$ cat src/design/frame_checker_dual_checksum_defines.svh
// Assertion macros shared by the frame checker RTL.
// Depends on nothing; included by the files that carry assertions.
`ifndef FRAME_CHECKER_DUAL_CHECKSUM_DEFINES_SVH
`define FRAME_CHECKER_DUAL_CHECKSUM_DEFINES_SVH

// Same-cycle implication, disabled during reset.
`define FCD_ASSERT_IMPL(label, clk, rst, ante, cons) \
  label: assert property (@(posedge clk) disable iff (rst) (ante) |-> (cons)) \
    else $error("frame checker assertion failed");

// Next-cycle implication, disabled during reset.
`define FCD_ASSERT_NEXT(label, clk, rst, ante, cons) \
  label: assert property (@(posedge clk) disable iff (rst) (ante) |=> (cons)) \
    else $error("frame checker assertion failed");

`endif

$ cat src/design/fcd_pkg.sv
// Shared types and constants of the frame checker.
// Depends on nothing; used by every module of the block.
`default_nettype none

package fcd_pkg;

  localparam int unsigned MAX_FRAME_LEN_DEFAULT = 1024;

  // Header layout
  localparam int unsigned HDR_TYPE_POS = 5;
  localparam int unsigned HDR_VER_POS  = 6;
  localparam int unsigned BODY_START   = 10;
  localparam int unsigned MIN_LEN_IDX  = 11;
  localparam logic [7:0]  HDR_MAGIC_BASE = 8'hC0;

  // Frame status codes
  localparam logic [1:0] ST_OK     = 2'd0;
  localparam logic [1:0] ST_HEADER = 2'd1;
  localparam logic [1:0] ST_TOTAL  = 2'd2;
  localparam logic [1:0] ST_DATA   = 2'd3;

  // Result kinds
  localparam logic KIND_BODY   = 1'b0;
  localparam logic KIND_STATUS = 1'b1;

  // Configuration register indexes and reset values
  localparam logic REG_EXPECTED_TYPE    = 1'b0;
  localparam logic REG_EXPECTED_VERSION = 1'b1;
  localparam logic [7:0] EXPECTED_TYPE_RESET    = 8'd3;
  localparam logic [7:0] EXPECTED_VERSION_RESET = 8'd1;

  // Result queue sizing
  localparam int unsigned MAX_RESULTS = 2;
  localparam int unsigned FIFO_DEPTH  = 4;
  localparam int unsigned PUSH_W      = $clog2(MAX_RESULTS + 1);

  typedef struct packed {
    logic       result_kind;
    logic [7:0] body_byte;
    logic [1:0] frame_status;
    logic       run_last;
  } result_t;

  typedef struct packed {
    logic [PUSH_W-1:0] count;
    result_t           first;
    result_t           second;
  } push_t;

endpackage

`default_nettype wire

$ cat src/design/fcd_byte_if.sv
// Input channel of the frame checker: one frame byte per word.
// Depends on nothing.
`default_nettype none

interface fcd_byte_if;
  logic       valid;
  logic       ready;
  logic [7:0] data_byte;
  logic       end_of_frame;

  modport source (output valid, output data_byte, output end_of_frame, input ready);
  modport sink   (input valid, input data_byte, input end_of_frame, output ready);
endinterface

`default_nettype wire

$ cat src/design/fcd_result_if.sv
// Output channel of the frame checker: a body byte or a frame status per word.
// Depends on nothing.
`default_nettype none

interface fcd_result_if;
  logic       valid;
  logic       ready;
  logic       result_kind;
  logic [7:0] body_byte;
  logic [1:0] frame_status;
  logic       run_last;

  modport source (output valid, output result_kind, output body_byte,
                  output frame_status, output run_last, input ready);
  modport sink   (input valid, input result_kind, input body_byte,
                  input frame_status, input run_last, output ready);
endinterface

`default_nettype wire

$ cat src/design/fcd_check.sv
// Frame state and per-byte check logic: header compare, running sums, body hold.
// Depends on fcd_pkg.
`default_nettype none

module fcd_check
  import fcd_pkg::*;
#(
  parameter int unsigned MAX_FRAME_LEN = MAX_FRAME_LEN_DEFAULT
) (
  input  wire logic       clk,
  input  wire logic       rst,
  input  wire logic       fire,
  input  wire logic [7:0] data_byte,
  input  wire logic       end_of_frame,
  input  wire logic [7:0] expected_type,
  input  wire logic [7:0] expected_version,
  output push_t           push
);

  localparam int unsigned IDX_W = $clog2(MAX_FRAME_LEN + 1);

  logic [IDX_W-1:0] byte_index;
  logic             header_good;
  logic [7:0]       total_sum;
  logic [7:0]       data_sum;
  logic [7:0]       held_byte;

  logic       byte_ok;
  logic       emit_body;
  logic [1:0] status;
  result_t    body_res;
  result_t    status_res;

  always_comb begin
    byte_ok = 1'b1;
    if (byte_index < IDX_W'(HDR_TYPE_POS)) begin
      byte_ok = (data_byte == HDR_MAGIC_BASE + {5'b0, byte_index[2:0]});
    end else if (byte_index == IDX_W'(HDR_TYPE_POS)) begin
      byte_ok = (data_byte == expected_type);
    end else if (byte_index == IDX_W'(HDR_VER_POS)) begin
      byte_ok = (data_byte == expected_version);
    end
  end

  assign emit_body = (byte_index >= IDX_W'(MIN_LEN_IDX));

  always_comb begin
    if (!emit_body || !header_good) begin
      status = ST_HEADER;
    end else if (total_sum != data_byte) begin
      status = ST_TOTAL;
    end else if (data_sum != held_byte) begin
      status = ST_DATA;
    end else begin
      status = ST_OK;
    end
  end

  always_comb begin
    body_res.result_kind    = KIND_BODY;
    body_res.body_byte      = held_byte;
    body_res.frame_status   = ST_OK;
    body_res.run_last       = 1'b0;
    status_res.result_kind  = KIND_STATUS;
    status_res.body_byte    = 8'd0;
    status_res.frame_status = status;
    status_res.run_last     = 1'b1;
  end

  always_comb begin
    push.count  = '0;
    push.first  = body_res;
    push.second = status_res;
    if (fire) begin
      if (end_of_frame) begin
        push.count = emit_body ? PUSH_W'(2) : PUSH_W'(1);
        push.first = emit_body ? body_res : status_res;
      end else begin
        push.count = emit_body ? PUSH_W'(1) : PUSH_W'(0);
      end
    end
  end

  always_ff @(posedge clk) begin
    if (rst) begin
      byte_index  <= '0;
      header_good <= 1'b1;
      total_sum   <= 8'd0;
      data_sum    <= 8'd0;
      held_byte   <= 8'd0;
    end else if (fire) begin
      if (end_of_frame) begin
        byte_index  <= '0;
        header_good <= 1'b1;
        total_sum   <= 8'd0;
        data_sum    <= 8'd0;
        held_byte   <= 8'd0;
      end else begin
        header_good <= header_good & byte_ok;
        total_sum   <= total_sum + data_byte;
        if (emit_body) begin
          data_sum <= data_sum + held_byte;
        end
        if (byte_index >= IDX_W'(BODY_START)) begin
          held_byte <= data_byte;
        end
        if (byte_index < IDX_W'(MAX_FRAME_LEN)) begin
          byte_index <= byte_index + IDX_W'(1);
        end
      end
    end
  end

endmodule

`default_nettype wire

$ cat src/design/fcd_out_fifo.sv
// Result queue: takes up to two result words a cycle, gives one a cycle while the receiver is ready.
// Depends on fcd_pkg, fcd_result_if and the assertion macro header.
`default_nettype none
`include "frame_checker_dual_checksum_defines.svh"

module fcd_out_fifo
  import fcd_pkg::*;
(
  input  wire logic     clk,
  input  wire logic     rst,
  input  wire push_t    push,
  output logic          room,
  fcd_result_if.source  result_out
);

  localparam int unsigned PTR_W = $clog2(FIFO_DEPTH);
  localparam int unsigned CNT_W = $clog2(FIFO_DEPTH + 1);

  result_t          mem [FIFO_DEPTH];
  logic [PTR_W-1:0] rd_ptr;
  logic [PTR_W-1:0] wr_ptr;
  logic [PTR_W-1:0] wr_ptr_second;
  logic [CNT_W-1:0] count;
  logic             pop;
  result_t          head;

  assign wr_ptr_second = wr_ptr + PTR_W'(1);
  assign pop  = result_out.valid && result_out.ready;
  assign room = (count <= CNT_W'(FIFO_DEPTH - MAX_RESULTS));
  assign head = mem[rd_ptr];

  assign result_out.valid        = (count != '0);
  assign result_out.result_kind  = head.result_kind;
  assign result_out.body_byte    = head.body_byte;
  assign result_out.frame_status = head.frame_status;
  assign result_out.run_last     = head.run_last;

  always_ff @(posedge clk) begin
    if (push.count != '0) begin
      mem[wr_ptr] <= push.first;
    end
    if (push.count == PUSH_W'(2)) begin
      mem[wr_ptr_second] <= push.second;
    end
  end

  always_ff @(posedge clk) begin
    if (rst) begin
      rd_ptr <= '0;
      wr_ptr <= '0;
      count  <= '0;
    end else begin
      wr_ptr <= wr_ptr + PTR_W'(push.count);
      rd_ptr <= rd_ptr + PTR_W'(pop);
      count  <= count + CNT_W'(push.count) - CNT_W'(pop);
    end
  end

  `FCD_ASSERT_IMPL(a_push_has_room, clk, rst, push.count != '0, room)
  `FCD_ASSERT_IMPL(a_count_in_range, clk, rst, 1'b1, count <= CNT_W'(FIFO_DEPTH))
  `FCD_ASSERT_NEXT(a_held_word_stays, clk, rst, result_out.valid && !result_out.ready,
                   result_out.valid && $stable(rd_ptr))

endmodule

`default_nettype wire

$ cat src/design/frame_checker_dual_checksum.sv
// Result words are registered: the words that an accepted byte pushes show once the queue holds them.
// Throughput: one byte per cycle; an end-of-frame byte gives up to two words (body, status),
// so input ready drops while the four-word result queue holds more than two words.
// Reset (synchronous, active high): frame state cleared, queue emptied,
// expected_type back to 3 and expected_version back to 1.
`default_nettype none

module frame_checker_dual_checksum
  import fcd_pkg::*;
#(
  parameter int unsigned MAX_FRAME_LEN = MAX_FRAME_LEN_DEFAULT
) (
  input  wire logic       clk,
  input  wire logic       rst,
  input  wire logic       write_enable,
  input  wire logic       write_index,
  input  wire logic [7:0] write_data,
  fcd_byte_if.sink        frame_in,
  fcd_result_if.source    result_out
);

  // Configuration registers: the user must write them only while the block is idle; the block does not enforce it.
  logic [7:0] expected_type;
  logic [7:0] expected_version;

  logic  fire;
  logic  room;
  push_t push;

  always_ff @(posedge clk) begin
    if (rst) begin
      expected_type    <= EXPECTED_TYPE_RESET;
      expected_version <= EXPECTED_VERSION_RESET;
    end else if (write_enable) begin
      unique case (write_index)
        REG_EXPECTED_TYPE:    expected_type    <= write_data;
        REG_EXPECTED_VERSION: expected_version <= write_data;
        default: ;
      endcase
    end
  end

  // Accept a byte only when the queue can take both words of an end-of-frame byte.
  assign frame_in.ready = room;
  assign fire = frame_in.valid && frame_in.ready;

  // Check the byte against the header, advance the sums and hold the body byte
  // one word late; on end of frame, build the status and clear the frame state.
  fcd_check #(
    .MAX_FRAME_LEN(MAX_FRAME_LEN)
  ) u_check (
    .clk             (clk),
    .rst             (rst),
    .fire            (fire),
    .data_byte       (frame_in.data_byte),
    .end_of_frame    (frame_in.end_of_frame),
    .expected_type   (expected_type),
    .expected_version(expected_version),
    .push            (push)
  );

  // Register the result words and drain them one per cycle while the receiver is ready.
  fcd_out_fifo u_fifo (
    .clk       (clk),
    .rst       (rst),
    .push      (push),
    .room      (room),
    .result_out(result_out)
  );

endmodule

`default_nettype wire

$ cat src/flat_wrapper.sv
// flat-port wrapper written by rule: the top's interface ports become plain ports
module frame_checker_dual_checksum_flat import fcd_pkg::*;
#(
  parameter int unsigned MAX_FRAME_LEN = MAX_FRAME_LEN_DEFAULT
)
  (clk, rst, write_enable, write_index, write_data, frame_in_valid, frame_in_data_byte, frame_in_end_of_frame, frame_in_ready, result_out_valid, result_out_result_kind, result_out_body_byte, result_out_frame_status, result_out_run_last, result_out_ready);
  fcd_byte_if frame_in_i ();
  fcd_result_if result_out_i ();
  input  wire logic clk;
  input  wire logic rst;
  input  wire logic write_enable;
  input  wire logic write_index;
  input  wire logic [7:0] write_data;
  input wire logic [$bits(frame_in_i.valid)-1:0] frame_in_valid;
  input wire logic [$bits(frame_in_i.data_byte)-1:0] frame_in_data_byte;
  input wire logic [$bits(frame_in_i.end_of_frame)-1:0] frame_in_end_of_frame;
  output wire logic [$bits(frame_in_i.ready)-1:0] frame_in_ready;
  output wire logic [$bits(result_out_i.valid)-1:0] result_out_valid;
  output wire logic [$bits(result_out_i.result_kind)-1:0] result_out_result_kind;
  output wire logic [$bits(result_out_i.body_byte)-1:0] result_out_body_byte;
  output wire logic [$bits(result_out_i.frame_status)-1:0] result_out_frame_status;
  output wire logic [$bits(result_out_i.run_last)-1:0] result_out_run_last;
  input wire logic [$bits(result_out_i.ready)-1:0] result_out_ready;
  assign frame_in_i.valid = frame_in_valid;
  assign frame_in_i.data_byte = frame_in_data_byte;
  assign frame_in_i.end_of_frame = frame_in_end_of_frame;
  assign frame_in_ready = frame_in_i.ready;
  assign result_out_valid = result_out_i.valid;
  assign result_out_result_kind = result_out_i.result_kind;
  assign result_out_body_byte = result_out_i.body_byte;
  assign result_out_frame_status = result_out_i.frame_status;
  assign result_out_run_last = result_out_i.run_last;
  assign result_out_i.ready = result_out_ready;
  frame_checker_dual_checksum #(.MAX_FRAME_LEN(MAX_FRAME_LEN)) u_core (.clk(clk), .rst(rst), .write_enable(write_enable), .write_index(write_index), .write_data(write_data), .frame_in(frame_in_i), .result_out(result_out_i));
endmodule
$ cat config.mk
export PLATFORM = sky130hd
export DESIGN_NAME = frame_checker_dual_checksum_flat
export DESIGN_NICKNAME = d
export VERILOG_FILES = /design/src/design/fcd_pkg.sv /design/src/design/fcd_byte_if.sv /design/src/design/fcd_result_if.sv /design/src/design/fcd_check.sv /design/src/design/fcd_out_fifo.sv /design/src/design/frame_checker_dual_checksum.sv /design/src/flat_wrapper.sv
export VERILOG_INCLUDE_DIRS = /design/src /design/src/design
export SDC_FILE = /design/constraint.sdc
export NUM_CORES = 1
export LEC_CHECK = 0
export BUFFER_PORTS_ARGS = -buffer_cell sky130_fd_sc_hd__buf_2
export CORE_ASPECT_RATIO = 1.25
export CORE_UTILIZATION = 40
export CTS_CLUSTER_SIZE = 10
export DETAILED_ROUTE_END_ITERATION = 6
export GPL_ROUTABILITY_DRIVEN = 0
export PLACE_DENSITY = 0.61
export SLEW_MARGIN = 20
export SYNTH_ARGS = -nofsm -noshare
export SYNTH_HDL_FRONTEND = slang
export SYNTH_SLANG_ARGS = --single-unit
$ cat constraint.sdc
create_clock -name clk -period 5.56 [get_ports clk]
set_input_delay 0.278 -clock clk [delete_from_list [all_inputs] [get_ports clk]]
set_output_delay 0.278 -clock clk [all_outputs]
set_load 0.1 [all_outputs]
==> results.md <==
- Status: finished clean
- Die width: around 100 um
- Largest net degree at the start of global routing: 52
- Layout cells sized above 1: between 10% and 20%
- Count of hold-fix buffers inserted at cts: 0
- Syn Nets: approximately 600
- Gr usage total: a little under a fifth
- Cell Rows: 46
- Yosys reg bits: approximately 100
- Worst-margin pin slew: 991 ps
- Worst Min Path Start: write_data[0]
- Area Overhead vs Synth: 11.4%
- I/O Buffers: 36
- Crit. Startpoint: u_core.u_check.byte_index[1]
- Drt wl/cell: 15.6 um
- Initial antenna violation count: 0
- Final instance area: between 5000 and 6000 um2
- Most used DFF post-synth: dfxtp_1
- Final hold vios: 0
- Post-DP Area: 5520 um2
- Critical path arrival: ~3500 ps
- Commonest non-fill, non-tap cell in the layout: dfxtp_1
- Ports: 37
- Critical path startpoint category: flop
- Antenna diodes: 0
- Kind of critical path: flop to flop
- CTS tree: yes
- Max incr delay on CP: a little over 500 ps
- Detailed placement HPWL: 8570 um
- # resized after CTS: 0
- Hold slack: 162 ps
- Relative slew slack: about a third
- Clk_skew: 8.58 ps
- Register area share after synthesis: 41.0%
- Worst skew pair latency: about 360 ps
- Unrepaired setup endpoints after global routing: no
- Worst VDD drop: approximately 0.15 mV
- Max Cap Violations: 0
- Syn avg cell area: approximately 9.6 um2
- Max frequency: ~300 MHz
- Initial core utilization: about 40%
- Global route overflow: 0
- Min Tclk post-route: 3320 ps
- YS warnings: 0
- DRC: 0
- Iter 0 DRT Violations: 179
- Leakage power: 2.24 nW
- H-tree Lvls: 3
- Core area: approximately 13000 um2
- Synth area leaders: dfxtp_1, ha_1, xnor2_1, a22o_1, mux4_2
- Crit-path cells: ha_1 -> a211oi_2 -> o211ai_4 -> inv_1 -> ha_1 -> and3_1 -> inv_1 -> ha_1 -> inv_1 -> ha_1 -> inv_1 -> fa_1 -> xnor2_1 -> xnor2_1 -> nor2_1
- Sink Count: 103
- Crit path max fanout: 9
- Mapped Area: about 5200 um2
- Final setup vio count: 0
- Total Neg Setup Slack: 0 ps
- Number of flops mapped to enable cells by yosys: 8
- Final net count: about 620
- Die ar.: about 14000 um2
- Post-route ant nets: 0
- Worst hold path class: primary input to flop
- Postcts setup bufs: 0
- Cell taking the most area after synthesis: dfxtp_1
- PD cells: 346 nW/um2
- Worst R2R Start: u_core.u_check.byte_index[1]
- Final Power: roughly 2.0 mW
- Clk root buf: clkbuf_16
- Async set-reset flop share out of synthesis: 0%
- Crit-path slowest cell: dfxtp_1
- Vias in the first global route: 4010
- Slew Viols, Final: 0
- Crit. End Element: flop
- Drt pass-1 iters: 4
- R2r setup slk: roughly 2200 ps
- Tcrit/Tclk final: roughly three fifths
- Yosys top cell area share: about 36%
- Via-to-Cell Ratio: between 5 and 6
- Syn Inst Count: 547
- Worst-path clk slew: about 70 ps
- Yosys cell types: just over 60
- Routed wire length: 11600 um
- DR vias: approximately 4000
- Die extent in y: around 130 um
- Global-route wire length before repair: slightly below 20000 um
- Max Root-Sink Buffers: 2
- Critical Path RT: a little under 6000 ps
- Most frequent cells in the layout: dfxtp_1, nor2_1, nand2_1, buf_2, a21oi_1
- CTS buffer count: 9
flip-flops by register name, indices dropped and copies added, names as in the netlist, 2 cells and up:
name and flops:
u_core.u_fifo.rd_ptr 2, u_core.u_check.held_byte 8, u_core.u_check.data_sum 8, u_core.expected_type 8
u_core.u_fifo.count 3, u_core.u_fifo.mem 44, u_core.u_check.total_sum 8, u_core.u_check.byte_index 11
u_core.u_fifo.wr_ptr 2, u_core.expected_version 8
routing by layer:
metal  vias up  wire [um]  GRT usage, %
li1       2049          -             -
met1      1963       5000          21.2
met2        64       6030          32.7
met3        14        309          2.85
met4         0        228          8.57
met5         -          0             0
worst paths after layout:
| check | endpoint | cells past startpoint |
|---|---|---|
| setup / recovery | u_core.u_fifo.count[2] | 15 |
| hold / removal | u_core.expected_type[0] | 3 |
| setup reg to reg | u_core.u_fifo.count[2] | 15 |
| hold reg to reg | u_core.u_check.data_sum[0] | 2 |
cell type report:
| class | instances | area (um2) |
|---|---|---|
| Clock buffer | 9 | 225 |
| Clock inverter | 7 | 83.8 |
| Fill cell | 1246 | 6900 |
| Inverter | 23 | 86.3 |
| Multi-Input combinational cell | 398 | 2900 |
| Sequential cell | 103 | 2140 |
| Tap cell | 168 | 210 |
| Timing Repair Buffer | 36 | 180 |
Yosys cell counts, drive strengths merged (2+ instances only):
cell      n
a21oi    35
o2111ai   3
o21ai    17
nand2b    3
fa        3
o21bai    2
clkbuf   12
a22oi    12
buf      11
or3       8
inv      23
o211ai    7
a22o     32
edfxtp    8
a32oi     2
nor2b     4
and3      7
nand3    31
mux4     11
nand2    46
a21o      3
nand4     9
a32o      2
a31oi     2
xnor2    33
nor4      4
nor2     49
xor2      6
mux2i     2
dfxtp    95
o32a      2
nor3     19
nand3b    4
ha       25
power by group:
group	internal (mW)	leakage [nW]	switching (mW)
Clock	0.359	0.149	0.302
Combinational	0.153	1.24	0.356
Sequential	0.787	0.850	0.0581
Total	1.30	2.24	0.716
kinds of logic (layout without fill, tap and decap cells):
group                      count (synthesis)  in the layout  synth area share [%]
AOI/OAI and AO/OA                        127            127                  17.6
DFF                                      103            103                  41.0
xor gates and xnor gates                  39             39                  6.54
buffers and inverters                     46             75                  3.59
and+or+nand+nor                          190            190                  18.8
muxes                                     14             14                  5.34
adders and majority gates                 28             28                  7.13
worst max-delay path: cells and delay by family (launching register included):
kind	cells	cell delay, ps
fa+ha+maj	5	1460
flops	1	510
compound gates	2	360
xor+xnor	2	310
buf+inv	4	290
simple gates	2	260
metrics by stage:
step / util (%) / setup slack (ps) / cells
after global placement: 43.4 / 2390 / 728
final: 45.8 / 2240 / 744
after detailed placement: 43.4 / 2240 / 728
after global routing: 45.8 / 1960 / 744
after floorplan: - / 2610 / 547
after CTS: 45.8 / 2240 / 744
No activity file was read; power rests on OpenSTA's default activity.
